**config.mk**
```make
export PLATFORM = sky130hd
export DESIGN_NAME = fba_ctrl
export DESIGN_NICKNAME = d
export VERILOG_FILES = /design/src/rtl/core/fba_pkg.sv /design/src/rtl/core/fba_ctrl.sv
export SDC_FILE = /design/constraint.sdc
export NUM_CORES = 1
export LEC_CHECK = 0
export ABC_AREA = 1
export BUFFER_PORTS_ARGS = -buffer_cell sky130_fd_sc_hd__buf_4
export CAP_MARGIN = 20
export CORE_AREA = 3 3 40 42
export CTS_CLUSTER_DIAMETER = 200
export DETAILED_ROUTE_END_ITERATION = 12
export DIE_AREA = 0 0 43 45
export GPL_ROUTABILITY_DRIVEN = 0
export GPL_TIMING_DRIVEN = 0
export SETUP_SLACK_MARGIN = 0.4
export SLEW_MARGIN = 0
export SYNTH_ARGS = -nofsm -noshare
export SYNTH_HDL_FRONTEND = slang
export SYNTH_SLANG_ARGS = --single-unit
```
**constraint.sdc**
```tcl
create_clock -name i_clk -period 1.05 [get_ports i_clk]
set_input_delay 0.0525 -clock i_clk [delete_from_list [all_inputs] [get_ports i_clk]]
set_output_delay 0.0525 -clock i_clk [all_outputs]
set_load 0.02 [all_outputs]
```
**src/rtl/core/fba_pkg.sv**
```systemverilog
// Shared types and constants of the frame bitmap allocator.
// No dependencies; every other file of the block but fba_ram imports this package.
package fba_pkg;

    localparam int MAX_FRAMES = 4096;
    localparam int WORD_BITS  = 32;
    localparam int NUM_WORDS  = (MAX_FRAMES + WORD_BITS - 1) / WORD_BITS;
    localparam int WADDR_W    = $clog2(NUM_WORDS);
    localparam int BIT_W      = $clog2(WORD_BITS);
    localparam int FRAME_W    = 12;
    localparam int CFG_W      = 13;
    localparam int LIMIT_W    = CFG_W - BIT_W;
    localparam int STATUS_W   = 2;

    localparam logic [CFG_W-1:0] FRAME_COUNT_RST = CFG_W'(4096);

    localparam logic OP_ALLOC = 1'b0;
    localparam logic OP_FREE  = 1'b1;

    localparam logic [STATUS_W-1:0] ST_DONE     = 2'd0;
    localparam logic [STATUS_W-1:0] ST_NOCHANGE = 2'd1;
    localparam logic [STATUS_W-1:0] ST_FULL     = 2'd2;

    // Response kinds requested by the controller
    localparam logic [1:0] RSP_WROTE = 2'd0;
    localparam logic [1:0] RSP_NOCHG = 2'd1;
    localparam logic [1:0] RSP_FULL  = 2'd2;

    typedef struct packed {
        logic               operation;
        logic [FRAME_W-1:0] entry_frame;
        logic               kernel_page;
        logic               writable;
    } t_fba_req;

    typedef struct packed {
        logic [STATUS_W-1:0] status;
        logic [FRAME_W-1:0]  frame;
        logic                present;
        logic                rw;
        logic                user;
    } t_fba_rsp;

    typedef struct packed {
        logic       accept;
        logic       scan;
        logic       issue_free;
        logic       capture;
        logic       write;
        logic       rsp_en;
        logic [1:0] rsp_kind;
    } t_fba_cmd;

    typedef struct packed {
        logic req_nochg;
        logic req_free;
        logic pend;
        logic full;
        logic scan_end;
    } t_fba_sts;

endpackage

```
**src/rtl/core/fba_ctrl.sv**
```systemverilog
// Controller of the frame bitmap allocator: sequences scan, free and write-back.
// Depends on fba_pkg.
module fba_ctrl (
    input  logic              i_clk,
    input  logic              i_rst_n,
    input  logic              i_start,
    output logic              o_busy,
    input  fba_pkg::t_fba_sts i_sts,
    output fba_pkg::t_fba_cmd o_cmd
);
    import fba_pkg::*;

    localparam logic [2:0] S_IDLE  = 3'd0;
    localparam logic [2:0] S_SCAN  = 3'd1;
    localparam logic [2:0] S_FRD   = 3'd2;
    localparam logic [2:0] S_FCAP  = 3'd3;
    localparam logic [2:0] S_WRITE = 3'd4;
    localparam logic [2:0] S_NOCH  = 3'd5;

    logic [2:0] r_state;
    logic [2:0] n_state;
    t_fba_cmd   cmd;

    always_comb begin
        n_state      = r_state;
        cmd          = '0;
        cmd.rsp_kind = RSP_WROTE;
        case (r_state)
            S_IDLE: begin
                if (i_start) begin
                    cmd.accept = 1'b1;
                    if (i_sts.req_nochg) begin
                        n_state = S_NOCH;
                    end else if (i_sts.req_free) begin
                        n_state = S_FRD;
                    end else begin
                        n_state = S_SCAN;
                    end
                end
            end
            S_SCAN: begin
                cmd.scan = 1'b1;
                if (i_sts.pend && !i_sts.full) begin
                    cmd.capture = 1'b1;
                    n_state     = S_WRITE;
                end else if (i_sts.scan_end) begin
                    // nothing left in flight and no word with a clear bit
                    cmd.rsp_en   = 1'b1;
                    cmd.rsp_kind = RSP_FULL;
                    n_state      = S_IDLE;
                end
            end
            S_FRD: begin
                cmd.issue_free = 1'b1;
                n_state        = S_FCAP;
            end
            S_FCAP: begin
                cmd.capture = 1'b1;
                n_state     = S_WRITE;
            end
            S_WRITE: begin
                cmd.write    = 1'b1;
                cmd.rsp_en   = 1'b1;
                cmd.rsp_kind = RSP_WROTE;
                n_state      = S_IDLE;
            end
            S_NOCH: begin
                cmd.rsp_en   = 1'b1;
                cmd.rsp_kind = RSP_NOCHG;
                n_state      = S_IDLE;
            end
            default: begin
                n_state = S_IDLE;
            end
        endcase
    end

    always_ff @(posedge i_clk) begin
        if (!i_rst_n) begin
            r_state <= S_IDLE;
        end else begin
            r_state <= n_state;
        end
    end

    assign o_cmd  = cmd;
    assign o_busy = (r_state != S_IDLE);

`ifndef ASSERT_OFF
    a_rsp_ends_item: assert property (@(posedge i_clk) disable iff (!i_rst_n)
        cmd.rsp_en |=> (r_state == S_IDLE))
        else $error("response did not return the controller to idle");
    a_found_goes_write: assert property (@(posedge i_clk) disable iff (!i_rst_n)
        (r_state == S_SCAN) && i_sts.pend && !i_sts.full |=> (r_state == S_WRITE))
        else $error("free bit found but no write-back followed");
    a_write_once: assert property (@(posedge i_clk) disable iff (!i_rst_n)
        cmd.write |=> !cmd.write && !o_busy)
        else $error("write-back not a single cycle at the end of an item");
    a_accept_idle: assert property (@(posedge i_clk) disable iff (!i_rst_n)
        cmd.accept |-> $past(cmd.rsp_en) || (r_state == S_IDLE))
        else $error("transfer accepted outside idle");
`endif

endmodule

```
==> out/metrics.yaml <==
status: "complete, but fails checks"
failed_checks: "negative setup slack"
hold_viol: 0
synth_top_family_by_area: "simple AND/OR/NAND/NOR gates"
core-area_um2: 1280
multi_input_area_um2: 253
yosysUniqueCellTypes: 14
io_buffers: 16
post-route-period-util_pct: 108
top_regs: "r_state: 3 flops"
synth_xor_area_share_pct: 0
r2r_slack_ns: -0.02
synth_area_um2: 278
fp.dieW_um: 43
drtAntennaViolNets: 0
fill_cells: 121
worstHoldStart: "i_rst_n"
worst_slack_ns: -0.0856
antenna_cells: 0
cts_buffers: 3
cts_max_level: 1
synth_top_cells_by_area: "dfxtp_1 (22%), inv_1 (16%), nand2_1 (16%), nand3_2 (11%), nor2_1 (9.5%)"
initialDrtViolationCount: 2
setup_viol: 10
placementRows: 13
wl_per_cell_um: 9.10
fin_util_pct: 51.3
ys_warn_count: 0
maxCapViolations: 0
dp_hpwl_um: 601
slew_headroom_pct: 74.2
skew_ns: 0.00398
holdPathEnd: "r_state[2]"
synth_top_area_share_pct: 21.6
clock-sinks: 3
tightest_slew_ns: 0.385
regMostFlops: "r_state"
overflow: 0
r2r-start: "r_state[0]"
crit_family: "flip-flops"
ir_drop_uv: 828
path_buf_inv: 2
fin_crit_ns: 1.14
syn_nets: 57
cpPeakStageDelay_ns: 0.32
root_buffer: "clkbuf_4"
area_delta_synth_final_pct: 137
synth_cells: 49
rsz0062_at_grt: "yes"
timing.fmax_ghz: 0.881
reg2reg_depth: 6
grt_pass1_wl_mm: 1.52
io_pins: 17
grt_pass1_vias: 380
synth_top_area_cell: "dfxtp_1"
r2r-end: "r_state[0]"
hp-class: "primary input to flip-flop"
p_leak_nw: 0.350
cp_data_required_time_ns: 1.00
fin_nets: 88
avgSynthCellArea_um2: 5.67
ys_async_sr_fraction_pct: 0
seqCellArea_um2: 68.8
final_max_slew_viol_count: 0
clk_latency_ns: 0.22
dieArea_um2: 1940
synth_common_cells: "inv_1 (12), nand2_1 (12), nor2_1 (7)"
layout-drive-gt1-share_pct: 74.7
arrival_ns: 1.08
fin_setup_tns_ns: -0.464
initial_core_util_pct: 21.6
fp.dieH_um: 45
drc_errors: 0
yosysSeqAreaShare_pct: 21.6
hold_depth: 3
synthAdderAreaFrac_pct: 0
clk_pin_slew_ns: 0.04
cts_tree: "yes"
synth_edf_count: 0
clock_path_buffers: 2
crit_type: "flip-flop to output port"
largest_register_ffs: 3
ys.flop_type: "dfxtp_1"
end_kind: "output port"
synthMuxAreaShare_pct: 0
wirelength_um: 855
vias_per_cell: 3.99
critPathMaxFanout: 4
grt_use_total_pct: 10.2
grt_max_degree: 5
synth_compound_area_share_pct: 7.66
synth_simple_gate_area_share_pct: 50.5
crit_slowest_cell: "dfxtp_2"
crit_path_start_kind: "flip-flop"
path_cells: "inv_4, nand3_4, nor3_4, buf_6"
finalPower_w: 0.000869
ys_ff_latch: 3
dr.pass1.iters: 2
vias: 375
grt_antenna_before_repair: 0
power_density_nw_per_um2: 1320
==> how the worst max path moves through the flow <==
stage / to / slack, ns / startpoint / depth (start not counted)
2_1_floorplan: r_state[0] / 0.16 / r_state[0] / 4
3_3_place_gp: r_state[0] / 0.08 / r_state[0] / 4
3_5_place_dp: r_state[0] / 0.06 / r_state[0] / 4
4_1_cts: o_cmd[2] / -0.08 / r_state[2] / 4
5_1_grt: o_cmd[1] / -0.14 / r_state[1] / 4
6_report: o_cmd[1] / -0.09 / r_state[1] / 4
==> layout by cell type (no fill, tap or decap), drive strengths merged <==
cell and count:
buf 26, inv 15, nand2 13, nor2 9, nand3 5, clkbuf 4, dfxtp 3, a21oi 2
o31ai 1, nor3 1
==> area by class of cell <==
class / count / area share, %
sequential: 3 / 10.4
multi-input combinational: 31 / 38.3
tap: 15 / 2.85
clock buffer: 4 / 3.98
inverter: 15 / 9.68
timing repair buffer: 26 / 34.7
==> per-stage QoR <==
step	area (um2)	cells	setup WS (ns)	hold slack, ns
floorplan	344	49	0.156	0.206
global placement	483	80	0.0771	0.306
detailed placement	483	80	0.0637	0.306
CTS	644	94	-0.0841	0.0716
global route	659	94	-0.140	0.0929
finish	659	94	-0.0856	0.0735
==> logic make-up (layout without fill, tap and decap cells) <==
group,after synthesis,after routing
buffers and inverters,15,45
flip-flops,3,3
AND/OR/NAND/NOR,28,28
AO/OA/AOI/OAI,3,3
==> power breakdown <==
group | internal [W] | leakage, nW | switching (W)
Sequential | 0.000132 | 0.0264 | 0.0000233
Clock | 0.000142 | 0.0150 | 0.0000510
Combinational | 0.000252 | 0.309 | 0.000269
==> repair_timing <==
action                     in CTS  in global routing
pin swaps                       7                  5
setup endpoints to repair      12                 12
gates resized for setup        17                  5
setup buffers                  10                  0
hold buffers                    0                  0
==> routing by layer <==
metal / wire length (um) / up-vias / GRT usage [%]
met2: 498 / 5 / 20.1
li1: - / 202 / -
met5: 0 / - / 0
met3: 28 / 0 / 2.39
met4: 0 / 0 / 1.81
met1: 328 / 168 / 11.1
==> worst min-delay path: cells and delay by family <==
kind | cells | cell delay, ns
and+or+nand+nor | 1 | 0.09
buffers and inverters | 2 | 0.12
No activity file was read; power rests on OpenSTA's default activity.
